--- config.mk ---
export PLATFORM = sky130hd
export DESIGN_NAME = throttle_conditioner_with_estop
export DESIGN_NICKNAME = d
export VERILOG_FILES = /design/src/hdl/tcwe_pkg.sv /design/src/hdl/tcwe_mul.sv /design/src/hdl/tcwe_div.sv /design/src/hdl/throttle_conditioner_with_estop.sv
export SDC_FILE = /design/constraint.sdc
export NUM_CORES = 2
export LEC_CHECK = 0
export BUFFER_PORTS_ARGS = -buffer_cell sky130_fd_sc_hd__buf_4
export CAP_MARGIN = 20
export CORE_UTILIZATION = 51
export DETAILED_ROUTE_END_ITERATION = 10
export PLACE_DENSITY = 0.79
export SYNTH_ARGS = -nofsm -noshare
export SYNTH_HDL_FRONTEND = slang
export SYNTH_SLANG_ARGS = --single-unit
--- constraint.sdc ---
create_clock -name clk -period 20 [get_ports clk]
set_input_delay 2 -clock clk [delete_from_list [all_inputs] [get_ports clk]]
set_output_delay 2 -clock clk [all_outputs]
set_load 0.01 [all_outputs]
--- src/hdl/tcwe_pkg.sv ---
// ----------------------------------------------------------------------------
// tcwe_pkg
// Shared types, constants and the colour table for the throttle conditioner.
// ----------------------------------------------------------------------------
package tcwe_pkg;

    // Configuration register indexes
    localparam logic [2:0] REG_DEAD_LOW    = 3'd0;
    localparam logic [2:0] REG_DEAD_HIGH   = 3'd1;
    localparam logic [2:0] REG_SPEED_MIN   = 3'd2;
    localparam logic [2:0] REG_CHANGE_STEP = 3'd3;
    localparam logic [2:0] REG_DEBOUNCE_MS = 3'd4;

    // Configuration reset values
    localparam logic [11:0] DEAD_LOW_RST    = 12'd1800;
    localparam logic [11:0] DEAD_HIGH_RST   = 12'd2300;
    localparam logic [6:0]  SPEED_MIN_RST   = 7'd20;
    localparam logic [7:0]  CHANGE_STEP_RST = 8'd5;
    localparam logic [15:0] DEBOUNCE_MS_RST = 16'd200;

    // Command kinds
    localparam logic [1:0] KIND_MOTOR = 2'd0;
    localparam logic [1:0] KIND_LED   = 2'd1;
    localparam logic [1:0] KIND_HORN  = 2'd2;

    // Filter: Q12.16 state, weight 9830/65536 on the new sample
    localparam int          SMOOTH_W   = 28;
    localparam logic [15:0] FILT_NEW   = 16'd9830;
    localparam logic [15:0] FILT_KEEP  = 16'd55706;
    localparam logic [27:0] SMOOTH_RST = 28'h8000000;

    // Shared multiplier operand widths
    localparam int MUL_A_W = 28;
    localparam int MUL_B_W = 16;
    localparam int MUL_P_W = MUL_A_W + MUL_B_W;

    // Divider widths: d*d*(100-sm) over R*R
    localparam int DIV_NUM_W = 31;
    localparam int DIV_DEN_W = 24;

    localparam logic [11:0] ADC_MAX   = 12'd4095;
    localparam logic [6:0]  SPEED_MAX = 7'd100;

    localparam int COLOR_COUNT_DEF = 11;

    typedef struct packed {
        logic [1:0] kind;
        logic [7:0] speed;
        logic [3:0] color;
    } cmd_t;

    function automatic logic [3:0] color_lookup(input logic [3:0] pos);
        logic [3:0] code;
        begin
            case (pos)
                4'd0:    code = 4'h0;
                4'd1:    code = 4'h1;
                4'd2:    code = 4'h7;
                4'd3:    code = 4'h8;
                4'd4:    code = 4'h9;
                4'd5:    code = 4'hf;
                4'd6:    code = 4'ha;
                4'd7:    code = 4'he;
                4'd8:    code = 4'hb;
                4'd9:    code = 4'hd;
                4'd10:   code = 4'hc;
                default: code = 4'h0;
            endcase
            return code;
        end
    endfunction

endpackage

--- src/hdl/tcwe_mul.sv ---
// ----------------------------------------------------------------------------
// tcwe_mul
// Shared unsigned multiplier with a registered product.
// ----------------------------------------------------------------------------
module tcwe_mul (
    input  logic                          clk,
    input  logic [tcwe_pkg::MUL_A_W-1:0]  op_a,
    input  logic [tcwe_pkg::MUL_B_W-1:0]  op_b,
    output logic [tcwe_pkg::MUL_P_W-1:0]  prod
);

    logic [tcwe_pkg::MUL_P_W-1:0] prod_reg;

    always_ff @(posedge clk)
    begin
        prod_reg <= tcwe_pkg::MUL_P_W'(op_a) * tcwe_pkg::MUL_P_W'(op_b);
    end

    assign prod = prod_reg;

endmodule

--- src/hdl/tcwe_div.sv ---
// ----------------------------------------------------------------------------
// tcwe_div
// Restoring divider, one quotient bit per cycle.
// ----------------------------------------------------------------------------
module tcwe_div (
    input  logic                            clk,
    input  logic                            rst_n,
    input  logic                            start,
    input  logic [tcwe_pkg::DIV_NUM_W-1:0]  num,
    input  logic [tcwe_pkg::DIV_DEN_W-1:0]  den,
    output logic                            done,
    output logic [tcwe_pkg::DIV_NUM_W-1:0]  quot
);

    localparam int NW  = tcwe_pkg::DIV_NUM_W;
    localparam int DW  = tcwe_pkg::DIV_DEN_W;
    localparam int CW  = $clog2(NW);

    logic          busy_reg;
    logic          done_reg;
    logic [CW-1:0] cnt_reg;
    logic [DW-1:0] rem_reg;
    logic [DW-1:0] den_reg;
    logic [NW-1:0] quo_reg;

    logic [DW:0]   trial;
    logic [DW:0]   trial_sub;
    logic          fits;

    assign trial     = {rem_reg, quo_reg[NW-1]};
    assign trial_sub = trial - {1'b0, den_reg};
    assign fits      = (trial >= {1'b0, den_reg});

    always_ff @(posedge clk or negedge rst_n)
    begin
        if (!rst_n)
        begin
            busy_reg <= 1'b0;
            done_reg <= 1'b0;
            cnt_reg  <= '0;
        end
        else
        begin
            done_reg <= 1'b0;
            if (start)
            begin
                busy_reg <= 1'b1;
                cnt_reg  <= '0;
            end
            else if (busy_reg)
            begin
                cnt_reg <= cnt_reg + 1'b1;
                if (cnt_reg == CW'(NW - 1))
                begin
                    busy_reg <= 1'b0;
                    done_reg <= 1'b1;
                end
            end
        end
    end

    always_ff @(posedge clk)
    begin
        if (start)
        begin
            rem_reg <= '0;
            quo_reg <= num;
            den_reg <= den;
        end
        else if (busy_reg)
        begin
            rem_reg <= fits ? trial_sub[DW-1:0] : trial[DW-1:0];
            quo_reg <= {quo_reg[NW-2:0], fits};
        end
    end

    assign done = done_reg;
    assign quot = quo_reg;

endmodule

--- src/hdl/throttle_conditioner_with_estop.sv ---
// ----------------------------------------------------------------------------
// throttle_conditioner_with_estop
// Pot smoothing, dead-zone speed curve, button debounce and e-stop latch.
// ----------------------------------------------------------------------------
// Usage:
//   Input channel (in_valid/in_stall) carries one tick: pot_sample, the two
//   active-low button levels and now_ms. Output channel (out_valid/out_stall)
//   carries zero to four command items per tick, the last flagged by
//   last_of_tick. Config writes (cfg_valid/cfg_ready, cfg_index, cfg_data)
//   are always ready; the user must let them go in only while the block
//   is idle, as the block does not enforce it. One tick runs through a
//   small sequencer around one shared 28x16 multiplier (filter, d*d, R*R,
//   scaling) and a bit-serial divider. Steps: F1 and F2 filter; ZONE, M2
//   and M3 form d*d, R*R and the scaled product; M4 starts the divider
//   (skipped inside the dead zone or when R is zero); DIV waits on it;
//   DECIDE builds the commands; EMIT hands them out one per cycle while
//   out_stall is low. in_stall stays high from accept until the last
//   command is taken, or until DECIDE if none, so ticks do not overlap.
//   While the receiver stalls, the current command holds on the outputs.
//   Reset: filter at mid scale (2048.0), speed 0, latch clear, colour
//   position 1, buttons released, config at its defaults.
// ----------------------------------------------------------------------------
module throttle_conditioner_with_estop #(
    parameter int COLOR_COUNT = tcwe_pkg::COLOR_COUNT_DEF
) (
    input  logic        clk,
    input  logic        rst_n,

    input  logic        in_valid,
    output logic        in_stall,
    input  logic [11:0] pot_sample,
    input  logic        act_button,
    input  logic        stop_button,
    input  logic [31:0] now_ms,

    output logic        out_valid,
    input  logic        out_stall,
    output logic [1:0]  cmd_kind,
    output logic signed [7:0] motor_speed,
    output logic        confirm_write,
    output logic [3:0]  color_code,
    output logic        last_of_tick,

    input  logic        cfg_valid,
    output logic        cfg_ready,
    input  logic [2:0]  cfg_index,
    input  logic [15:0] cfg_data
);

    localparam int POS_W = $clog2(COLOR_COUNT);

    // Sequencer states
    localparam logic [3:0] S_IDLE   = 4'd0;
    localparam logic [3:0] S_F1     = 4'd1;
    localparam logic [3:0] S_F2     = 4'd2;
    localparam logic [3:0] S_ZONE   = 4'd3;
    localparam logic [3:0] S_M2     = 4'd4;
    localparam logic [3:0] S_M3     = 4'd5;
    localparam logic [3:0] S_M4     = 4'd6;
    localparam logic [3:0] S_DIV    = 4'd7;
    localparam logic [3:0] S_DECIDE = 4'd8;
    localparam logic [3:0] S_EMIT   = 4'd9;

    logic [3:0]  state_reg;

    // Config registers
    logic [11:0] dead_low_reg;
    logic [11:0] dead_high_reg;
    logic [6:0]  speed_min_reg;
    logic [7:0]  change_step_reg;
    logic [15:0] debounce_reg;

    // Tick state
    logic [27:0]       smoothed_reg;
    logic [7:0]        last_speed_reg;
    logic              latched_reg;
    logic [POS_W-1:0]  pos_reg;
    logic              act_prev_reg;
    logic              stop_prev_reg;
    logic [31:0]       act_time_reg;
    logic [31:0]       stop_time_reg;

    // Captured item and intermediates
    logic [11:0] pot_reg;
    logic        act_reg;
    logic        stp_reg;
    logic [31:0] now_reg;
    logic [tcwe_pkg::MUL_P_W-1:0]   acc_reg;
    logic [tcwe_pkg::DIV_DEN_W-1:0] dd_reg;
    logic [tcwe_pkg::DIV_DEN_W-1:0] rr_reg;

    // Command buffer
    tcwe_pkg::cmd_t buf_reg [4];
    logic [2:0]     cnt_reg;
    logic [1:0]     idx_reg;

    logic in_acc;
    logic out_acc;

    assign in_acc    = in_valid && !in_stall;
    assign out_acc   = out_valid && !out_stall;
    assign in_stall  = (state_reg != S_IDLE);
    assign out_valid = (state_reg == S_EMIT);
    assign cfg_ready = 1'b1;

    // ------------------------------------------------------------------
    // Shared multiplier
    // ------------------------------------------------------------------
    logic [tcwe_pkg::MUL_A_W-1:0] mul_a;
    logic [tcwe_pkg::MUL_B_W-1:0] mul_b;
    logic [tcwe_pkg::MUL_P_W-1:0] mul_p;

    tcwe_mul u_mul (
        .clk  (clk),
        .op_a (mul_a),
        .op_b (mul_b),
        .prod (mul_p)
    );

    // ------------------------------------------------------------------
    // Dead zone geometry from the smoothed value
    // ------------------------------------------------------------------
    logic [11:0] pot_v;
    logic        above;
    logic        in_zone;
    logic [11:0] zone_dist;
    logic [11:0] range;
    logic [6:0]  sm_c;
    logic [6:0]  span;

    assign pot_v     = smoothed_reg[27:16];
    assign above     = (pot_v > dead_high_reg);
    assign in_zone   = (pot_v >= dead_low_reg) && (pot_v <= dead_high_reg);
    assign zone_dist = above ? (pot_v - dead_high_reg) : (dead_low_reg - pot_v);
    assign range     = above ? (tcwe_pkg::ADC_MAX - dead_high_reg) : dead_low_reg;
    assign sm_c      = (speed_min_reg > tcwe_pkg::SPEED_MAX) ? tcwe_pkg::SPEED_MAX
                                                             : speed_min_reg;
    assign span      = tcwe_pkg::SPEED_MAX - sm_c;

    always_comb
    begin
        mul_a = '0;
        mul_b = '0;
        case (state_reg)
            S_IDLE:
            begin
                mul_a = smoothed_reg;
                mul_b = tcwe_pkg::FILT_KEEP;
            end
            S_F1:
            begin
                mul_a = tcwe_pkg::MUL_A_W'(pot_reg);
                mul_b = tcwe_pkg::FILT_NEW;
            end
            S_ZONE:
            begin
                mul_a = tcwe_pkg::MUL_A_W'(zone_dist);
                mul_b = tcwe_pkg::MUL_B_W'(zone_dist);
            end
            S_M2:
            begin
                mul_a = tcwe_pkg::MUL_A_W'(range);
                mul_b = tcwe_pkg::MUL_B_W'(range);
            end
            S_M3:
            begin
                mul_a = tcwe_pkg::MUL_A_W'(dd_reg);
                mul_b = tcwe_pkg::MUL_B_W'(span);
            end
            default:
            begin
                mul_a = '0;
                mul_b = '0;
            end
        endcase
    end

    // Filter sum: old*55706 + (pot*9830)<<16, keep bits [43:16]
    logic [tcwe_pkg::MUL_P_W:0] filt_sum;
    assign filt_sum = {1'b0, acc_reg} + {1'b0, mul_p[27:0], 16'b0};

    // ------------------------------------------------------------------
    // Divider
    // ------------------------------------------------------------------
    logic                             div_start;
    logic                             div_done;
    logic [tcwe_pkg::DIV_NUM_W-1:0]   div_q;
    logic                             skip_div;

    assign skip_div  = in_zone || (range == 12'd0);
    assign div_start = (state_reg == S_M4) && !skip_div;

    tcwe_div u_div (
        .clk   (clk),
        .rst_n (rst_n),
        .start (div_start),
        .num   (mul_p[tcwe_pkg::DIV_NUM_W-1:0]),
        .den   (rr_reg),
        .done  (div_done),
        .quot  (div_q)
    );

    // ------------------------------------------------------------------
    // Speed and command decisions
    // ------------------------------------------------------------------
    logic [7:0]       mag_sum;
    logic [6:0]       mag;
    logic [7:0]       cur;
    logic [8:0]       diff;
    logic [8:0]       diff_abs;
    logic             motor_send;
    logic             act_hit;
    logic             stop_hit;
    logic             stop_cmd;
    logic [POS_W-1:0] pos_inc;
    logic [31:0]      act_gap;
    logic [31:0]      stop_gap;

    tcwe_pkg::cmd_t   ent [4];
    logic [2:0]       ent_cnt;
    logic [7:0]       last_speed_next;
    logic             latched_next;
    logic [POS_W-1:0] pos_next;

    always_comb
    begin
        mag_sum = {1'b0, sm_c} + {1'b0, div_q[6:0]};
        if (range == 12'd0)
            mag = sm_c;
        else if ((div_q[tcwe_pkg::DIV_NUM_W-1:7] != '0) ||
                 (mag_sum > {1'b0, tcwe_pkg::SPEED_MAX}))
            mag = tcwe_pkg::SPEED_MAX;
        else
            mag = mag_sum[6:0];

        if (in_zone)
            cur = 8'd0;
        else if (above)
            cur = {1'b0, mag};
        else
            cur = 8'd0 - {1'b0, mag};

        diff     = {cur[7], cur} - {last_speed_reg[7], last_speed_reg};
        diff_abs = diff[8] ? (9'd0 - diff) : diff;

        motor_send = !latched_reg &&
                     ((diff_abs >= {1'b0, change_step_reg}) ||
                      ((cur == 8'd0) && (last_speed_reg != 8'd0)));

        act_gap  = now_reg - act_time_reg;
        stop_gap = now_reg - stop_time_reg;
        act_hit  = !act_reg && act_prev_reg && (act_gap > {16'b0, debounce_reg});
        stop_hit = !stp_reg && stop_prev_reg && (stop_gap > {16'b0, debounce_reg});
        stop_cmd = stop_hit && (cur != 8'd0);

        pos_inc = (pos_reg == POS_W'(COLOR_COUNT - 1)) ? '0 : (pos_reg + 1'b1);

        for (int i = 0; i < 4; i++)
            ent[i] = '0;
        ent_cnt         = 3'd0;
        last_speed_next = last_speed_reg;
        latched_next    = latched_reg;
        pos_next        = pos_reg;

        if (latched_reg)
        begin
            if (cur == 8'd0)
                latched_next = 1'b0;
        end
        else if (motor_send)
        begin
            ent[ent_cnt[1:0]].kind  = tcwe_pkg::KIND_MOTOR;
            ent[ent_cnt[1:0]].speed = cur;
            ent_cnt                 = ent_cnt + 3'd1;
            last_speed_next         = cur;
        end

        if (act_hit)
        begin
            pos_next                = pos_inc;
            ent[ent_cnt[1:0]].kind  = tcwe_pkg::KIND_LED;
            ent[ent_cnt[1:0]].color = tcwe_pkg::color_lookup(4'(pos_inc));
            ent_cnt                 = ent_cnt + 3'd1;
        end

        if (stop_hit)
        begin
            ent[ent_cnt[1:0]].kind = tcwe_pkg::KIND_HORN;
            ent_cnt                = ent_cnt + 3'd1;
        end

        if (stop_cmd)
        begin
            ent[ent_cnt[1:0]].kind = tcwe_pkg::KIND_MOTOR;
            ent_cnt                = ent_cnt + 3'd1;
            last_speed_next        = 8'd0;
            latched_next           = 1'b1;
        end
    end

    // ------------------------------------------------------------------
    // Config port
    // ------------------------------------------------------------------
    always_ff @(posedge clk or negedge rst_n)
    begin
        if (!rst_n)
        begin
            dead_low_reg    <= tcwe_pkg::DEAD_LOW_RST;
            dead_high_reg   <= tcwe_pkg::DEAD_HIGH_RST;
            speed_min_reg   <= tcwe_pkg::SPEED_MIN_RST;
            change_step_reg <= tcwe_pkg::CHANGE_STEP_RST;
            debounce_reg    <= tcwe_pkg::DEBOUNCE_MS_RST;
        end
        else if (cfg_valid && cfg_ready)
        begin
            case (cfg_index)
                tcwe_pkg::REG_DEAD_LOW:    dead_low_reg    <= cfg_data[11:0];
                tcwe_pkg::REG_DEAD_HIGH:   dead_high_reg   <= cfg_data[11:0];
                tcwe_pkg::REG_SPEED_MIN:   speed_min_reg   <= cfg_data[6:0];
                tcwe_pkg::REG_CHANGE_STEP: change_step_reg <= cfg_data[7:0];
                tcwe_pkg::REG_DEBOUNCE_MS: debounce_reg    <= cfg_data[15:0];
                default: ;
            endcase
        end
    end

    // ------------------------------------------------------------------
    // Sequencer and tick state
    // ------------------------------------------------------------------
    always_ff @(posedge clk or negedge rst_n)
    begin
        if (!rst_n)
        begin
            state_reg      <= S_IDLE;
            smoothed_reg   <= tcwe_pkg::SMOOTH_RST;
            last_speed_reg <= 8'd0;
            latched_reg    <= 1'b0;
            pos_reg        <= POS_W'(1);
            act_prev_reg   <= 1'b1;
            stop_prev_reg  <= 1'b1;
            act_time_reg   <= 32'd0;
            stop_time_reg  <= 32'd0;
            cnt_reg        <= 3'd0;
            idx_reg        <= 2'd0;
        end
        else
        begin
            case (state_reg)
                S_IDLE:
                begin
                    if (in_acc)
                        state_reg <= S_F1;
                end
                S_F1:
                    state_reg <= S_F2;
                S_F2:
                begin
                    smoothed_reg <= filt_sum[43:16];
                    state_reg    <= S_ZONE;
                end
                S_ZONE:
                    state_reg <= S_M2;
                S_M2:
                    state_reg <= S_M3;
                S_M3:
                    state_reg <= S_M4;
                S_M4:
                    state_reg <= skip_div ? S_DECIDE : S_DIV;
                S_DIV:
                begin
                    if (div_done)
                        state_reg <= S_DECIDE;
                end
                S_DECIDE:
                begin
                    last_speed_reg <= last_speed_next;
                    latched_reg    <= latched_next;
                    pos_reg        <= pos_next;
                    act_prev_reg   <= act_reg;
                    stop_prev_reg  <= stp_reg;
                    if (act_hit)
                        act_time_reg <= now_reg;
                    if (stop_hit)
                        stop_time_reg <= now_reg;
                    cnt_reg   <= ent_cnt;
                    idx_reg   <= 2'd0;
                    state_reg <= (ent_cnt == 3'd0) ? S_IDLE : S_EMIT;
                end
                S_EMIT:
                begin
                    if (out_acc)
                    begin
                        if ({1'b0, idx_reg} == cnt_reg - 3'd1)
                            state_reg <= S_IDLE;
                        else
                            idx_reg <= idx_reg + 2'd1;
                    end
                end
                default:
                    state_reg <= S_IDLE;
            endcase
        end
    end

    // Datapath registers, no reset needed
    always_ff @(posedge clk)
    begin
        if (in_acc)
        begin
            pot_reg <= pot_sample;
            act_reg <= act_button;
            stp_reg <= stop_button;
            now_reg <= now_ms;
        end
        if (state_reg == S_F1)
            acc_reg <= mul_p;
        if (state_reg == S_M2)
            dd_reg <= mul_p[tcwe_pkg::DIV_DEN_W-1:0];
        if (state_reg == S_M3)
            rr_reg <= mul_p[tcwe_pkg::DIV_DEN_W-1:0];
        if (state_reg == S_DECIDE)
        begin
            for (int i = 0; i < 4; i++)
                buf_reg[i] <= ent[i];
        end
    end

    // ------------------------------------------------------------------
    // Output item
    // ------------------------------------------------------------------
    tcwe_pkg::cmd_t cur_cmd;
    assign cur_cmd = buf_reg[idx_reg];

    assign cmd_kind      = cur_cmd.kind;
    assign motor_speed   = $signed(cur_cmd.speed);
    assign color_code    = cur_cmd.color;
    assign confirm_write = (cur_cmd.kind == tcwe_pkg::KIND_MOTOR) &&
                           (cur_cmd.speed == 8'd0);
    assign last_of_tick  = ({1'b0, idx_reg} == cnt_reg - 3'd1);

endmodule

; ---- Word-level counts from Yosys, hierarchy flattened
; Memories as Yosys holds them, arrays and structs flattened.
; Index checks and enable logic that the tools add are counted.
[totals]
ff_bits = 439
latchBits = 0
ramBits = 56
mem_bits_ro = 64
in_bits = 70
out_inout_bits = 19
memories = 2
[op_classes]
n_addsub = 19
n_mul = 1
div = 0
order_cmp = 15
n_eq_ne = 22
shifts = 0
muxes = 63
bitwise = 3
reduce_logical = 48
[memory_table]
columns = memory, words, word_bits, rd, rd_ports_with_merged_regs, wr, line_no
row1 = (name not given), 16, 4, 1, 0, 0, tcwe_pkg.sv:55  ; case (pos)
row2 = buf_reg, 4, 14, 1, 0, 4, throttle_conditioner_with_estop.sv:93  ; tcwe_pkg::cmd_t buf_reg [4];
[ops]
columns = op, n
row1 = 56-bit bitwise mux, 4
row2 = 56-bit 2-to-1 mux, 3
row3 = 28-bit one-hot mux with 5 select lines, 1
row4 = 14-bit demux with 2-bit select, 4
row5 = 16-bit one-hot mux with 5 select lines, 1
row6 = 32-bit by 16-bit greater-than comparator with 1-bit output, 2
row7 = 32-bit subtractor, 2
row8 = 31-bit 2-to-1 mux, 2
row9 = 8-bit 2-to-1 mux, 7
row10 = 44-bit adder, 1
row11 = 28-bit by 16-bit multiplier with 44-bit output, 1
row12 = 14-bit 2-to-1 mux, 3
row13 = 4-bit one-hot mux with 10 select lines, 1
row14 = 4-bit 2-to-1 mux, 9
row15 = 25-bit by 24-bit >= comparator with 1-bit output, 1
row16 = 12-bit 2-to-1 mux, 2
row17 = 24-bit 2-to-1 mux, 1
row18 = 24-bit nonzero test, 1
row19 = 12-bit subtractor, 2
row20 = 24-bit subtractor, 1
row21 = 7-bit 2-to-1 mux, 3
row22 = 4-bit by 3-bit == test with 1-bit output (second input constant), 4
row23 = 8-bit zero test, 2
row24 = 8-bit nonzero test, 2
row25 = 48 further kinds, 111

; ---- Logic depth before layout (Yosys ltp)
[depth]
ltp_word = 30
mapped_depth = 44

; ---- Modules after synthesis
; A second synthesis with hierarchy kept.
[hier_totals]
hier_cells = 4398
area_unflattened_um2 = 41124.4
[modules_own_cells]
columns = module, instances, cells_each, area_per_inst_um2, seq_area_each_um2
row1 = throttle_conditioner_with_estop, 1, 2208, 20906.3, 8630.8
row2 = tcwe_mul, 1, 1758, 15461.1, 880.8
row3 = tcwe_div, 1, 432, 4757.1, 2307.2

; ---- Least setup slack after synthesis
; OpenSTA, ideal clock, no wires.
[synth_path]
path_kind = register -> register
from = register smoothed_reg[16]
to = register u_mul.prod_reg (netlist bit u_mul.prod[43])
t_arrival_ns = 8.991
path_slack_ns = 10.889
path_stages_with_launch = 40
synth_period_minus_slack_ns = 9.111
path_cell_list = dfrtp_1 -> inv_1 -> ha_1 -> inv_1 -> fa_1 -> nand3_1 -> a21oi_1 -> o31a_1 -> o21ai_0 -> clkbuf_1 -> buf_1 -> clkbuf_1 -> a21oi_1 -> o22ai_1 -> a311o_1 -> clkbuf_1 -> nand2_1 -> fa_1 -> [4 not listed] -> inv_1 -> fa_1 -> inv_1 -> fa_1 -> inv_1 -> fa_1 -> ha_1 -> a21o_1 -> a21o_1 -> a211o_1 -> a31oi_1 -> o21ai_0 -> a41o_1 -> a31oi_1 -> o211ai_1 -> a31oi_1 -> o21ai_0 -> xnor2_1
[synth_between]
elab_chain_cells = 4
[synth_rtl]
columns = item, line_no
row1 = start: declaration, throttle_conditioner_with_estop.sv:74  ; logic [27:0] smoothed_reg;
row2 = start signal: assignment, throttle_conditioner_with_estop.sv:335  ; smoothed_reg <= tcwe_pkg::SMOOTH_RST;
row3 = start signal: assignment, throttle_conditioner_with_estop.sv:358  ; smoothed_reg <= filt_sum[43:16];
row4 = 12-bit subtractor or 12-bit greater-than comparator (tied branches), "throttle_conditioner_with_estop.sv:134, throttle_conditioner_with_estop.sv:132"
row5 = 12-bit 2-to-1 mux (on tied branches), "throttle_conditioner_with_estop.sv:134, throttle_conditioner_with_estop.sv:135"
row6 = 28-bit one-hot mux with 5 select lines or 16-bit one-hot mux with 5 select lines (tied branches), throttle_conditioner_with_estop.sv:144  ; case (state_reg)
row7 = 28-bit by 16-bit multiplier with 44-bit output *, tcwe_mul.sv:16  ; prod_reg <= tcwe_pkg::MUL_P_W'(op_a) * tcwe_pkg::MUL_P_W'(op_b);
row8 = end signal: assignment, tcwe_mul.sv:16
row9 = end: declaration, tcwe_mul.sv:12  ; logic [tcwe_pkg::MUL_P_W-1:0] prod_reg;
; Mark *: on every way between the ends. The rest lies on a longest branch, timed or not.
; A chain may end at the register's enable or synchronous reset.

; ---- Worst setup path after layout
[layout_path]
from = register dead_high_reg[11]
to = register u_mul.prod_reg (netlist bit u_mul.prod[43])
[layout_between]
elab_chain_cells = 4
[layout_rtl]
columns = item, line_no
row1 = start: declaration, throttle_conditioner_with_estop.sv:68  ; logic [11:0] dead_high_reg;
row2 = start signal: assignment, throttle_conditioner_with_estop.sv:309  ; dead_high_reg <= tcwe_pkg::DEAD_HIGH_RST;
row3 = start signal: assignment, throttle_conditioner_with_estop.sv:318  ; tcwe_pkg::REG_DEAD_HIGH: dead_high_reg <= cfg_data[11:0];
row4 = "12-bit subtractor, or another cell as far along", throttle_conditioner_with_estop.sv:135  ; assign range = above ? (tcwe_pkg::ADC_MAX - dead_high_reg) : dead_low_reg;
row5 = 12-bit 2-to-1 mux (on tied branches), "throttle_conditioner_with_estop.sv:135, throttle_conditioner_with_estop.sv:134"
row6 = 28-bit one-hot mux with 5 select lines or 16-bit one-hot mux with 5 select lines (tied branches), throttle_conditioner_with_estop.sv:144
row7 = 28-bit by 16-bit multiplier with 44-bit output *, tcwe_mul.sv:16
; Marks and branches as above.

==> metrics.md <==
| Metric | Value |
|---|---|
| Ratio of cells with drive above 1 in the final layout | 0.08357 |
| Worst path bufs/invs | 7 |
| EDFF count, synth | 199 |
| Post-synthesis area per instance | 9.613 um^2 |
| Seq cells post-synth | 445 |
| Syn-to-layout area delta | 9.537% |
| Die ar. | 78260 um^2 |
| Fin cells | 5283 |
| Comb power frac | 0.258 |
| CTS tree | yes |
| Max-slew headroom | 0.2606 |
| Outcome | finished, final reports clean |
| Final Core Density | 0.5665 |
| Max Freq | 0.09683 GHz |
| Ports | 89 |
| Post-CTS Setup Inserts | 0 |
| Primary FF master, synth | edfxtp_1 |
| WL final | 101200 um |
| CP required | 20490 ps |
| Leakage Power | 19.82 nW |
| Final setup viols | 0 |
| Placed cell count | 5178 |
| IO Port Bufs | 87 |
| Htree depth | 2 |
| Crit end category | flop |
| Pint | 1.897 mW |
| Drt first pass iters | 6 |
| Synthesized cell area | 39340 um^2 |
| Worst slew pin tran | 1109 ps |
| Setup TNS | 0 ps |
| RePlAce Congestion | 0.9730 |
| CTS root buffer | clkbuf_16 |
| Min Tclk post-route | 10330 ps |
| Sw Ratio | 0.3206 |
| Synthesized instance count | 4093 |
| Max-cap violations | 0 |
| Sequential fraction of the synthesis area | 0.3004 |
| Slowest cell on crit path | a311o_1 |
| Nets | 4966 |
| CP Max Fanout | 31 |
| Detail Placement HPWL | 78130 um |
| Clock Skew | 44.90 ps |
| Async S/R FF share, synth | 0.4000 |
| Initial antenna violation count | 5 |
| Post-route ant nets | 0 |
| Critical Path AT | 10820 ps |
| Filler instances | 6519 |
| Largest net degree at the start of global routing | 72 |
| Hold Path Class | flop to flop |
| Die width | 279.8 um |
| Num rows | 101 |
| Die H | 279.8 um |
| R2r setup slk | 9670 ps |
| Tcrit/Tclk final | 0.5164 |
| Tot GR Track Use | 0.2651 |
| Net Sw Power | 0.8953 mW |
| Vias in the first global route | 29844 |
| Core area | 76080 um^2 |
| Via Count | 29962 |
| Synth Warn # | 0 |
| RSZ-0062 raised after global routing | false |
| Top delay family on crit path | compound AO/OA/AOI/OAI gates |
| TritonCTS Buffers | 52 |
| Startpoint types | flop |
| Synth cell types | 100 |
| Post_cts resized | 0 |
| CTS Buffer Depth | 3 |
| Final Max Slew Viols | 0 |
| Setup CP Type | flop to flop |
| GRT overflow | 0 |
| Sink Count | 445 |
| CP max stage delay | 880 ps |
| Clock share of power | 0.360 |
| First-pass GRT wire length | 163400 um |
| Drt drc | 0 |
| DRT iter0 DRCs | 2745 |
| Max FFs per register | 44 |
| Avg WL per Cell | 19.15 um |
| Vias per cell | 5.671 |
| Power per cell area | 64.80 nW/um^2 |
| # hold bufs at CTS | 0 |
| Peak supply drop | 0.07946 mV |
| Clock Pin Slew Worst Setup and Hold Paths | 70 ps |
| Fin. Hold Viols | 0 |
| Share of power burned in registers | 0.382 |
| Initial Utilization | 0.5172 |
| Worst-Skew Late Latency | 640 ps |
[synthesized netlist by cell type, types with 19 or more instances]
cell type,n,area share
dfrtp_1,156,0.099
clkbuf_1,96,0.0092
inv_1,597,0.057
nor4_1,22,0.0035
a21oi_1,213,0.027
nand3_1,57,0.0073
nor2_1,216,0.021
o21a_1,39,0.0074
nand4_1,33,0.0052
a31oi_1,29,0.0046
nand2b_1,36,0.0057
or3_1,21,0.0033
o211ai_1,20,0.0038
xnor2_1,84,0.019
xor2_1,63,0.014
dfxtp_1,68,0.035
nor3_1,44,0.0056
ha_1,324,0.10
and2_1,61,0.0097
fa_1,368,0.19
mux2_4,31,0.012
nor2b_1,42,0.0067
a211oi_1,37,0.0071
nand2_1,537,0.051
o21ai_0,218,0.028
edfxtp_1,199,0.15
mux2_2,65,0.019
dfstp_2,22,0.015
a211o_1,19,0.0042
a21o_1,91,0.017
[through the flow]
| step | worst slack, ps | power, mW | hold WS (ps) | area [um^2] |
|---|---|---|---|---|
| final | 9672 | 2.793 | 402.0 | 43100 |
| after global routing | 9278 | 2.933 | 407.8 | 43080 |
| after CTS | 9470 | 2.802 | 402.2 | 43050 |
| after detailed placement | 9564 | 1.787 | 388.7 | 41240 |
| after global placement | 9853 | 1.769 | 389.0 | 41230 |
| after floorplan | 10890 | 1.581 | 385.5 | 39580 |
[final cells by class]
| type | count | area, um^2 | area share |
|---|---|---|---|
| Antenna cell | 5 | 12.51 | 0.0002903 |
| Clock buffer | 64 | 1386 | 0.03217 |
| Clock inverter | 34 | 415.4 | 0.009639 |
| Inverter | 598 | 2245 | 0.05208 |
| Multi-Input combinational cell | 2996 | 25060 | 0.5816 |
| Sequential cell | 445 | 11820 | 0.2742 |
| Tap cell | 1030 | 1289 | 0.02990 |
| Timing Repair Buffer | 111 | 867.1 | 0.02012 |
[worst paths after layout]
kind                                    from          endpoint  cells after the start
hold reg to reg               u_mul.prod[43]       acc_reg[43]                      0
setup reg to reg           dead_high_reg[11]    u_mul.prod[43]                     34
max in group asynchronous              rst_n  u_div.cnt_reg[4]                      3
setup / recovery           dead_high_reg[11]    u_mul.prod[43]                     34
min in group asynchronous              rst_n  stop_time_reg[9]                      1
hold / removal                u_mul.prod[43]       acc_reg[43]                      0
[logic make-up after synthesis]
| family | share of synthesized area |
|---|---|
| buf+inv | 0.07034 |
| other cells | 0.0001909 |
| flops | 0.3004 |
| xor+xnor | 0.03272 |
| mux | 0.03587 |
| simple gates | 0.1324 |
| fa+ha+maj | 0.2903 |
| compound gates | 0.1378 |
[routing by layer]
metal  GRT usage  share of wire
met1      0.3637           0.43
met3     0.04937          0.082
met4     0.09906          0.038
met5           0        0.00017
met2      0.4180           0.45
[placed cells by master, fill, tap and decap left out, drive strengths merged, types with 61 or more instances in the layout]
| master | Yosys | routed |
|---|---|---|
| conb | 2 | 65 |
| a21oi | 215 | 215 |
| ha | 324 | 324 |
| and2 | 61 | 61 |
| clkbuf | 96 | 65 |
| nand2 | 537 | 537 |
| buf | 21 | 110 |
| nor2 | 217 | 217 |
| dfxtp | 68 | 68 |
| edfxtp | 199 | 199 |
| dfrtp | 156 | 156 |
| mux2 | 97 | 97 |
| a21o | 91 | 91 |
| xnor2 | 84 | 84 |
| fa | 368 | 368 |
| o21ai | 221 | 221 |
| inv | 598 | 599 |
| xor2 | 63 | 63 |
[power groups by stage]
stage	logic [mW]	registers (mW)	clock network (mW)
global placement	0.689	1.08	0
floorplan	0.534	1.05	0
CTS	0.713	1.06	1.02
global route	0.808	1.07	1.06
finish	0.720	1.07	1.01
detailed placement	0.705	1.08	0
Note: power is estimated with default switching activity, not from simulation.
